===== config.mk =====
export PLATFORM = sky130hd
export DESIGN_NAME = audio_tail_fade_out
export DESIGN_NICKNAME = d
export VERILOG_FILES = /design/src/hdl/atfo_pkg.sv /design/src/hdl/atfo_front.sv /design/src/hdl/atfo_div_cell.sv /design/src/hdl/atfo_back.sv /design/src/hdl/audio_tail_fade_out.sv
export VERILOG_INCLUDE_DIRS = /design/src /design/src/hdl
export SDC_FILE = /design/constraint.sdc
export NUM_CORES = 2
export LEC_CHECK = 0
export BUFFER_PORTS_ARGS = -buffer_cell sky130_fd_sc_hd__clkbuf_2
export CORE_MARGIN = 10
export CORE_UTILIZATION = 50
export DETAILED_ROUTE_END_ITERATION = 16
export PLACE_DENSITY = 0.71
export SETUP_SLACK_MARGIN = 0.2
export SLEW_MARGIN = 5
export SYNTH_ARGS = -nofsm -noshare
export SYNTH_HDL_FRONTEND = slang
export SYNTH_SLANG_ARGS = --single-unit

===== constraint.sdc =====
create_clock -name i_clk -period 11.6 [get_ports i_clk]
set_input_delay 1.16 -clock i_clk [delete_from_list [all_inputs] [get_ports i_clk]]
set_output_delay 1.16 -clock i_clk [all_outputs]
set_load 0.05 [all_outputs]

===== src/hdl/audio_tail_fade_out_assert.svh =====
// Assertion macros shared by the fade-out RTL.
`ifndef AUDIO_TAIL_FADE_OUT_ASSERT_SVH
`define AUDIO_TAIL_FADE_OUT_ASSERT_SVH

// same-cycle implication, disabled in reset
`define ATFO_ASSERT_IMP(label, clk, rst_n, ante, cons) \
    label: assert property (@(posedge clk) disable iff (!rst_n) (ante) |-> (cons)) \
        else $error("fade-out assertion failed");

// next-cycle implication, disabled in reset
`define ATFO_ASSERT_NXT(label, clk, rst_n, ante, cons) \
    label: assert property (@(posedge clk) disable iff (!rst_n) (ante) |=> (cons)) \
        else $error("fade-out assertion failed");

`endif


===== src/hdl/atfo_pkg.sv =====
// Shared constants and types of the tail fade-out pipeline.
package atfo_pkg;

    localparam int CHUNK_WORDS = 4096;
    localparam logic [12:0] CHUNK_WORDS_W = 13'(CHUNK_WORDS);

    // quotient is below 2^15, so 15 restoring steps suffice
    localparam int NUM_DIV_STEPS = 15;

    localparam logic CFG_FADE_LIMIT = 1'b0;
    localparam logic CFG_REC_BYTES  = 1'b1;

    typedef struct packed {
        logic [11:0] rem;
        logic [14:0] rest;
        logic [11:0] frames;
        logic [15:0] raw;
        logic        ramp;
    } t_div;

endpackage


===== src/hdl/atfo_front.sv =====
// Front stages: fade window decode, then magnitude times weight.
module atfo_front (
    input  logic               i_clk,
    input  logic               i_rst_n,
    input  logic [12:0]        i_fade_limit,
    input  logic [31:0]        i_rec_bytes,
    input  logic               i_valid,
    output logic               o_ready,
    input  logic [11:0]        i_word_index,
    input  logic [12:0]        i_valid_words,
    input  logic signed [15:0] i_sample,
    output logic               o_valid,
    input  logic               i_ready,
    output atfo_pkg::t_div     o_data
);

    logic [15:0] raw;
    logic [12:0] valid_sat;
    logic [12:0] fade_a;
    logic [28:0] rec_words_q;
    logic [12:0] fade;
    logic [11:0] frames;
    logic [12:0] start;
    logic [12:0] idx13;
    logic [12:0] rel;
    logic [11:0] weight;
    logic        ramp;

    logic        r_a_valid;
    logic [15:0] r_a_mag;
    logic [10:0] r_a_w;
    logic [11:0] r_a_frames;
    logic [15:0] r_a_raw;
    logic        r_a_ramp;
    logic        a_ready;

    logic           r_b_valid;
    atfo_pkg::t_div r_b_data;
    atfo_pkg::t_div n_b_data;
    logic           b_ready;
    logic [26:0]    prod;

    assign raw         = $unsigned(i_sample);
    assign valid_sat   = (i_valid_words > atfo_pkg::CHUNK_WORDS_W) ?
                         atfo_pkg::CHUNK_WORDS_W : i_valid_words;
    assign fade_a      = (valid_sat < i_fade_limit) ? valid_sat : i_fade_limit;
    assign rec_words_q = i_rec_bytes[31:3];
    assign fade        = (rec_words_q < {16'd0, fade_a}) ? rec_words_q[12:0] : fade_a;
    assign frames      = fade[12:1];
    assign start       = valid_sat - fade;
    assign idx13       = {1'b0, i_word_index};
    assign rel         = idx13 - start;
    assign weight      = frames - 12'd1 - rel[12:1];
    assign ramp        = (fade >= 13'd2) && (idx13 < atfo_pkg::CHUNK_WORDS_W) &&
                         (idx13 < valid_sat) && (idx13 >= start) &&
                         (rel < {frames, 1'b0});

    assign b_ready = !r_b_valid || i_ready;
    assign a_ready = !r_a_valid || b_ready;
    assign o_ready = a_ready;

    always_ff @(posedge i_clk) begin
        if (!i_rst_n) begin
            r_a_valid <= 1'b0;
            r_b_valid <= 1'b0;
        end else begin
            if (a_ready) begin
                r_a_valid <= i_valid;
            end
            if (b_ready) begin
                r_b_valid <= r_a_valid;
            end
        end
    end

    always_ff @(posedge i_clk) begin
        if (i_valid && a_ready) begin
            r_a_mag    <= raw[15] ? 16'(~raw + 16'd1) : raw;
            r_a_w      <= weight[10:0];
            r_a_frames <= frames;
            r_a_raw    <= raw;
            r_a_ramp   <= ramp;
        end
        if (r_a_valid && b_ready) begin
            r_b_data <= n_b_data;
        end
    end

    assign prod = 27'(r_a_mag) * 27'(r_a_w);

    always_comb begin
        n_b_data.rem    = prod[26:15];
        n_b_data.rest   = prod[14:0];
        n_b_data.frames = r_a_frames;
        n_b_data.raw    = r_a_raw;
        n_b_data.ramp   = r_a_ramp;
    end

    assign o_valid = r_b_valid;
    assign o_data  = r_b_data;

endmodule


===== src/hdl/atfo_div_cell.sv =====
// One restoring division step, registered, with its own handshake.
module atfo_div_cell (
    input  logic           i_clk,
    input  logic           i_rst_n,
    input  logic           i_valid,
    output logic           o_ready,
    input  atfo_pkg::t_div i_data,
    output logic           o_valid,
    input  logic           i_ready,
    output atfo_pkg::t_div o_data
);

    logic           r_valid;
    atfo_pkg::t_div r_data;
    atfo_pkg::t_div n_data;
    logic [12:0]    trial;
    logic [12:0]    diff;
    logic           ge;

    assign o_ready = !r_valid || i_ready;

    assign trial = {i_data.rem, i_data.rest[14]};
    assign diff  = trial - {1'b0, i_data.frames};
    assign ge    = trial >= {1'b0, i_data.frames};

    always_comb begin
        n_data      = i_data;
        n_data.rem  = ge ? diff[11:0] : trial[11:0];
        n_data.rest = {i_data.rest[13:0], ge};
    end

    always_ff @(posedge i_clk) begin
        if (!i_rst_n) begin
            r_valid <= 1'b0;
        end else if (o_ready) begin
            r_valid <= i_valid;
        end
    end

    always_ff @(posedge i_clk) begin
        if (i_valid && o_ready) begin
            r_data <= n_data;
        end
    end

    assign o_valid = r_valid;
    assign o_data  = r_data;

endmodule


===== src/hdl/atfo_back.sv =====
// Output register: restores the sign or passes the word through.
module atfo_back (
    input  logic           i_clk,
    input  logic           i_rst_n,
    input  logic           i_valid,
    output logic           o_ready,
    input  atfo_pkg::t_div i_data,
    output logic           o_valid,
    input  logic           i_ready,
    output logic [15:0]    o_sample,
    output logic           o_ramp
);

    logic        r_valid;
    logic [15:0] r_sample;
    logic        r_ramp;
    logic [15:0] mag;
    logic [15:0] n_sample;

    assign o_ready = !r_valid || i_ready;
    assign mag     = {1'b0, i_data.rest};

    always_comb begin
        if (!i_data.ramp) begin
            n_sample = i_data.raw;
        end else if (i_data.raw[15]) begin
            n_sample = 16'(~mag + 16'd1);
        end else begin
            n_sample = mag;
        end
    end

    always_ff @(posedge i_clk) begin
        if (!i_rst_n) begin
            r_valid <= 1'b0;
        end else if (o_ready) begin
            r_valid <= i_valid;
        end
    end

    always_ff @(posedge i_clk) begin
        if (i_valid && o_ready) begin
            r_sample <= n_sample;
            r_ramp   <= i_data.ramp;
        end
    end

    assign o_valid  = r_valid;
    assign o_sample = r_sample;
    assign o_ramp   = r_ramp;

endmodule


===== src/hdl/audio_tail_fade_out.sv =====
// Top level of the linear tail fade-out: config registers and the cell chain.
//
//  channel   dir  handshake                       payload
//  s_axis    in   i_s_axis_tvalid/o_s_axis_tready  tdata: word_index, valid_words, sample_in
//  m_axis    out  o_m_axis_tvalid/i_m_axis_tready  tdata: sample_out; tuser: in_ramp
//  cfg       in   i_cfg_we                         i_cfg_addr, i_cfg_wdata
//
// One request per cycle sustained while the sink keeps i_m_axis_tready high; stages: decode, multiply,
// 15 divider cells (one quotient bit each), output register.
// Every stage has its own valid and ready, so bubbles close up under stall.
// Synchronous active-low reset clears all valids and loads register defaults.
module audio_tail_fade_out (
    input  logic        i_clk,
    input  logic        i_rst_n,
    input  logic        i_cfg_we,
    input  logic        i_cfg_addr,
    input  logic [31:0] i_cfg_wdata,
    input  logic        i_s_axis_tvalid,
    output logic        o_s_axis_tready,
    input  logic [47:0] i_s_axis_tdata,   // word_index[11:0], valid_words[24:12], sample_in[40:25]
    output logic        o_m_axis_tvalid,
    input  logic        i_m_axis_tready,
    output logic [15:0] o_m_axis_tdata,   // sample_out[15:0]
    output logic [0:0]  o_m_axis_tuser    // in_ramp[0]
);

    `include "audio_tail_fade_out_assert.svh"

    localparam int N = atfo_pkg::NUM_DIV_STEPS;

    logic [12:0] r_fade_limit;
    logic [31:0] r_rec_bytes;

    atfo_pkg::t_div d_chain [0:N];
    logic           v_chain [0:N];
    logic           r_chain [0:N];

    logic [15:0] out_sample;
    logic        out_ramp;

    always_ff @(posedge i_clk) begin
        if (!i_rst_n) begin
            r_fade_limit <= 13'd960;
            r_rec_bytes  <= 32'd0;
        end else if (i_cfg_we) begin
            unique case (i_cfg_addr)
                atfo_pkg::CFG_FADE_LIMIT: r_fade_limit <= i_cfg_wdata[12:0];
                atfo_pkg::CFG_REC_BYTES:  r_rec_bytes  <= i_cfg_wdata;
                default: ;
            endcase
        end
    end

    atfo_front u_front (
        .i_clk        (i_clk),
        .i_rst_n      (i_rst_n),
        .i_fade_limit (r_fade_limit),
        .i_rec_bytes  (r_rec_bytes),
        .i_valid      (i_s_axis_tvalid),
        .o_ready      (o_s_axis_tready),
        .i_word_index (i_s_axis_tdata[11:0]),
        .i_valid_words(i_s_axis_tdata[24:12]),
        .i_sample     ($signed(i_s_axis_tdata[40:25])),
        .o_valid      (v_chain[0]),
        .i_ready      (r_chain[0]),
        .o_data       (d_chain[0])
    );

    for (genvar k = 0; k < N; k++) begin : g_cell
        atfo_div_cell u_cell (
            .i_clk  (i_clk),
            .i_rst_n(i_rst_n),
            .i_valid(v_chain[k]),
            .o_ready(r_chain[k]),
            .i_data (d_chain[k]),
            .o_valid(v_chain[k+1]),
            .i_ready(r_chain[k+1]),
            .o_data (d_chain[k+1])
        );
    end

    atfo_back u_back (
        .i_clk   (i_clk),
        .i_rst_n (i_rst_n),
        .i_valid (v_chain[N]),
        .o_ready (r_chain[N]),
        .i_data  (d_chain[N]),
        .o_valid (o_m_axis_tvalid),
        .i_ready (i_m_axis_tready),
        .o_sample(out_sample),
        .o_ramp  (out_ramp)
    );

    assign o_m_axis_tdata    = out_sample;
    assign o_m_axis_tuser[0] = out_ramp;

    // stall can only come from a full pipe backed up by the sink
    `ATFO_ASSERT_IMP(a_stall_source, i_clk, i_rst_n, !o_s_axis_tready, o_m_axis_tvalid && !i_m_axis_tready)
    // partial remainder stays below the divisor through the chain
    `ATFO_ASSERT_IMP(a_rem_first, i_clk, i_rst_n, v_chain[0] && d_chain[0].ramp, d_chain[0].rem < d_chain[0].frames)
    `ATFO_ASSERT_IMP(a_rem_last, i_clk, i_rst_n, v_chain[N] && d_chain[N].ramp, d_chain[N].rem < d_chain[N].frames)
    `ATFO_ASSERT_NXT(a_cfg_limit, i_clk, i_rst_n, i_cfg_we && (i_cfg_addr == atfo_pkg::CFG_FADE_LIMIT), r_fade_limit == $past(i_cfg_wdata[12:0]))

endmodule

# --- Yosys cells after proc, flatten, opt, wreduce, memory -nomap -nowiden ---
# Index checks and enable logic that the tools add are counted.
# W data, S select, Z words.
word_totals:
  output_inout_bits: 19
  reg_bits: 1008
  input_bits: 86
  wordCells: 233
op_classes:
  n_bitwise: 3
  n_mul: 1
  n_reduce_logical: 60
  addsub: 20
  n_mux: 20
  n_lt_le_gt_ge: 23
ops:
  columns: ["cell", "count"]
  rows:
  - ["$ge A13 B12 Y1", 15]
  - ["$mux W12", 14]
  - ["$sub A12 B12 Y12", 14]
  - ["$mux W13", 3]
  - ["$add A16 B1 Y16 const B", 2]
  - ["$mux W16", 2]
  - ["$lt A29 B13 Y1", 1]
  - ["$mul A16 B11 Y27", 1]
  - ["$lt A13 B13 Y1", 2]
  - ["$logic_and A1 B1 Y1", 22]
  - ["$logic_not A1 Y1", 18]
  - ["$logic_or A1 B1 Y1", 18]
  - ["$not A15 Y16", 1]
  - ["$not A16 Y16", 1]
  - ["$mux W15", 1]
  - ["$ge A12 B13 Y1", 1]
  - ["$ge A13 B2 Y1 const B", 1]
  - ["$gt A13 B13 Y1 const B", 1]
  - ["$lt A12 B13 Y1", 1]
  - ["$lt A12 B13 Y1 const B", 1]
  - ["$sub A12 B13 Y13", 1]
  - ["$sub A13 B13 Y13", 1]
  - ["$sub A11 B1 Y11 const B", 1]
  - ["$sub A11 B11 Y11", 1]
  - ["other kinds (2)", 3]

# --- Logic depth before layout (Yosys ltp) ---
depth:
  depth_word: 20
  ltp_mapped: 49
  depth_no_buf: 45

# --- Hierarchy ---
# From an unflattened synthesis, not the netlist that was laid out.
unflattened:
  cells_unflattened: 4100
  area_unflattened_um2: 54120.7
modules_own_cells:
  columns: ["module", "instances", "cells_each", "seq_area_each_um2", "area_per_inst_um2"]
  rows:
  - ["atfo_div_cell", 15, 169, 1701.6, 2581.2]
  - ["atfo_front", 1, 1272, 3373.2, 12577.1]
  - ["audio_tail_fade_out", 1, 194, 900.9, 1745.4]
  - ["atfo_back", 1, 99, 530.5, 1079.8]

# --- Least setup slack after synthesis ---
# Ideal clock, no wire load.
synth_path:
  path_kind: "input port to flip-flop"
  from: "in i_s_axis_tdata[24]"
  to: "reg u_front.r_a_ramp, data pin"
  path_buffers: 4
  arrival_time_ns: 8.692
  setup_slack_ns: 2.739
  path_stages: 47
  required_ns: 11.430
  setup_time_ns: 0.170
  cell_sequence: "clkbuf_1 > nand2b_1 > inv_1 > ha_1 > o21a_1 > a21oi_2 > nor2b_1 > o21ai_2 > clkbuf_1 > o21ai_0 > inv_1 > ha_1 > a211oi_1 > o21bai_1 > a21oi_1 > o2111ai_1 > or2_1 > buf_4 > [... 11 more ...] > nand2b_1 > nand2_1 > nand2_1 > a21o_1 > a21o_1 > a21o_1 > a21o_1 > a21o_1 > xor2_1 > inv_1 > ha_1 > a21oi_1 > nor2_1 > o21ai_0 > o21ai_0 > nor3_1 > o21ai_0 > nor4_2"
synth_between:
  elab_chain_cells: 11
  word_cells_on_any_way: 16
  cone_classes: "2 x add/sub; 7 x order compare; 3 x mux; 4 x reduce/logical"
synth_rtl:
  columns: ["element", "line", "rtl"]
  rows:
  - ["start: declaration", "audio_tail_fade_out.sv:20", "input logic [47:0] i_s_axis_tdata,"]
  - ["$gt A13 B13 Y1", "atfo_front.sv:44", "assign valid_sat = (i_valid_words > atfo_pkg::CHUNK_WORDS_W) ?"]
  - ["$mux W13 (*)", "atfo_front.sv:44", null]
  - ["branches (longest 8 deep; another with $lt A29 B13 Y1)", null, null]
  - ["$logic_and A1 B1 Y1 (*)", "atfo_front.sv:55", "(idx13 < valid_sat) && (idx13 >= start) &&"]
  - ["via u_front.ramp", "atfo_front.sv:27", "logic ramp;"]
  - ["end signal: assignment", "atfo_front.sv:82", "r_a_ramp <= ramp;"]
  - ["end: declaration", "atfo_front.sv:34", "logic r_a_ramp;"]
# Mark *: on every way through the listed nets, which the timed path passes.
# A chain may end at the register's enable or synchronous reset.

# --- Worst setup path after layout ---
# Ends and elaborated chain as after synthesis.

==> flow_summary_export.csv <==
group,metric,value,unit
status,outcome,"completed",
floorplan,die_area,111000,µm²
synth,synth.most_common_cell,"edfxtp_1",
sta,timing.setup.tns,0,ps
route,drcViolationCount,0,
placement,io_buffer_count,97,
power,leakage,21.3,nW
route,drt_iter0_markers,1326,
sta,worst_pin_slew,1150,ps
sta,timing.hold.ws,403,ps
floorplan,die_height,334,µm
clock_network,cts_tree,"built",
clock_network,numCtsBuffers,101,
floorplan,initial_utilization,50.2,%
worst_setup_path,cp_slowest_stage_delay,740,ps
final_layout,antenna_cells,0,
floorplan,coreArea,98000,µm²
global_route,grt_max_degree,61,
synth,synth_mux_area_share,1.20,%
synth,yosys.area_share.simple,9.13,%
clock_network,cts_resized,0,
clock_network,cts_sinks,1004,
final_layout,area_growth_syn_to_layout,11.2,%
sta,rsz0062_at_grt,"false",
synth,synth_fp_nets,4436,
clock_network,root_buffer,"clkbuf_16",
synth,synth_top_family_by_area,"adder cells",
global_route,grt_pass1_wl,140,mm
route,top_layer_used,"met4",
route,routed_via_density,5.20,
global_route,antenna_found_initial,0,
sta,hold_viol_final,0,
clock_network,clockBufferDepth,3,
synth,syn_inst,3885,
flow_run,cap_violations,0,
clock_network,htree_levels,3,
synth,synth_seq_cells,1004,
synth,synth-compound-area-share,8.50,%
worst_setup_path,critPathMaxFanout,26,
sta,max_freq,105,MHz
worst_setup_path,worst_ep_required_time,12080,ps
floorplan,die_x,334,µm
synth,yosysTopAreaCell,"edfxtp_1",
worst_setup_path,arrival,9970,ps
sta,finalCriticalPeriod,9490,ps
route,met1_length,33.5,mm
synth,syn_area,49200,µm²
synth,synth_top_area_share,57.6,%
clock_network,clk-insertion-delay-late,680,ps
worst_setup_path,path_buf_inv,5,
clock_network,cts_hold_buf,0,
synth,synth-adder-area-share,14.0,%
floorplan,num_rows,115,
synth,synth-xor-area-share,2.69,%
worst_setup_path,crit_type,"in2reg",
sta,slew_viol_final,0,
route,drt-pass1-iter-count,5,
synth,avgSynthCellArea,12.7,µm²
sta,slew_headroom,23.3,%
worst_setup_path,cp_slowest_cell,"o21ai_2",
final_layout,drive_gt1_share,8.45,%
synth,synth-edff-count,944,
route,met3_length,2.77,mm
synth,yosys_most_used_dff,"edfxtp_1",
final_layout,fillers,7873,
route,wl_per_cell,16.0,µm
route,wirelength,86.3,mm
route,dr_total_vias,28100,
worst_hold_path,hold_path_class,"reg2reg",
synth,async_flop_share,0,%
global_route,grt_use_total,15.3,%
synth,synthDistinctLibCells,70,
worst_setup_path,critPathCaptureType,"flip-flop",
sta,finalSetupViolCount,0,
route,met2RoutedLength,47.6,mm
clock_network,clkTransAtPathRegs,60,ps
route,ant_nets,0,
synth,ys_warn_count,0,
synth,yosys-top-cells-area,"edfxtp_1 (58%), ha_1 (8.3%), fa_1 (5.7%)",
worst_setup_path,critPathTopFamily,"compound AO/OA/AOI/OAI gates",
power,vdd_drop_max,1170,µV
synth,synth_common_cells,"edfxtp_1 (944), inv_1 (498), nand2_1 (344)",
floorplan,ios,105,
clock_network,cts_setup_buffers,0,
final_layout,final_nets,4586,
placement,gp_congestion,0.869,
sta,fin_crit_sh,81.8,%
placement,hpwlAfterDp,62.8,mm
sta,finClkSkew,43.0,ps
power,power.density,298,nW/µm²
synth,seq_area_frac_synth,60.0,%
global_route,overflow,0,
global_route,grt_pass1_vias,28900,
worst_setup_path,start_kind,"input port",
-- area by class of cell --
type	count	area, µm²	share of cell area (%)
Timing Repair Buffer	129	726	1.33
Clock buffer	118	2640	4.83
Inverter	499	1870	3.42
Tap cell	1287	1610	2.94
Sequential cell	1004	29500	54.0
Clock inverter	66	673	1.23
Multi-Input combinational cell	2300	17700	32.3
-- flip-flops by register name, summed over array words and instances, names as in the netlist, 12 cells and up --
| signal | flops |
|---|---|
| r_rec_bytes | 29 |
| u_front.r_a_frames | 12 |
| u_back.o_sample | 16 |
| u_front.r_a_mag | 15 |
| u_front.r_a_raw | 16 |
| g_cell.u_cell.o_valid | 15 |
| r_fade_limit | 13 |
| u_front.o_data | 56 |
| g_cell.u_cell.o_data | 816 |
-- layer usage --
metal	vias up	track usage (%)
met3	156	2.59
met1	13600	16.4
met5	-	0
met2	398	29.9
li1	14000	-
met4	0	5.35
-- final timing paths --
path | startpoint | end | slack (ps) | cells after the start
setup / recovery | i_s_axis_tdata[24] | u_front.r_a_ramp$_DFFE_PP_ | 2110 | 45
hold / removal | g_cell[7].u_cell.o_data[34]$_DFFE_PP_ | g_cell[8].u_cell.o_data[35]$_DFFE_PP_ | 400 | 0
setup reg to reg | r_fade_limit[1]$_SDFFE_PN0P_ | u_front.r_a_ramp$_DFFE_PP_ | 2890 | 43
hold reg to reg | g_cell[7].u_cell.o_data[34]$_DFFE_PP_ | g_cell[8].u_cell.o_data[35]$_DFFE_PP_ | 400 | 0
-- cells by family (layout without fill, tap and decap cells) --
kind of cell / Yosys count / in the layout
flops: 1004 / 1004
simple gates: 951 / 951
compound gates: 675 / 675
buf+inv: 581 / 812
fa+ha+maj: 468 / 468
xor+xnor: 151 / 151
mux: 55 / 55
-- layout by cell type, fill, tap and decap left out, types with 17 or more instances in the layout --
master and n:
and2_1 78, inv_1 498, xor2_1 53, a21o_1 24, a211oi_1 23, nand3_1 29
fa_1 140, mux2i_1 21, o31ai_1 48, a21oi_1 196, o21a_1 49, ha_1 325
nor2b_1 61, clkbuf_2 97, nand2_1 344, clkinv_1 26, a21boi_0 79, nor2_1 209
mux2_2 34, o21ai_0 170, nor4_1 17, nor3_1 51, clkbuf_16 103, edfxtp_1 944
dfxtp_1 60, buf_4 32, xnor2_1 98, nand4_1 52, nand2b_1 55
-- power breakdown --
part           switching, W  internal [W]
sequential         0.000183       0.00456
clock               0.00136       0.00184
combinational       0.00465       0.00371
-- metrics by stage --
step / util [%] / instances / setup slack, ps / instance area, µm² / power (W)
floorplan: - / 3885 / 2740 / 49200 / 0.0114
global placement: 52.5 / 5219 / 1470 / 51400 / 0.0130
detailed placement: 52.5 / 5219 / 1560 / 51400 / 0.0132
CTS: 55.9 / 5403 / 2170 / 54700 / 0.0165
global route: 55.9 / 5403 / 1310 / 54700 / 0.0178
finish: 55.9 / 5403 / 2110 / 54700 / 0.0163
Note: power is estimated with default switching activity, not from simulation.
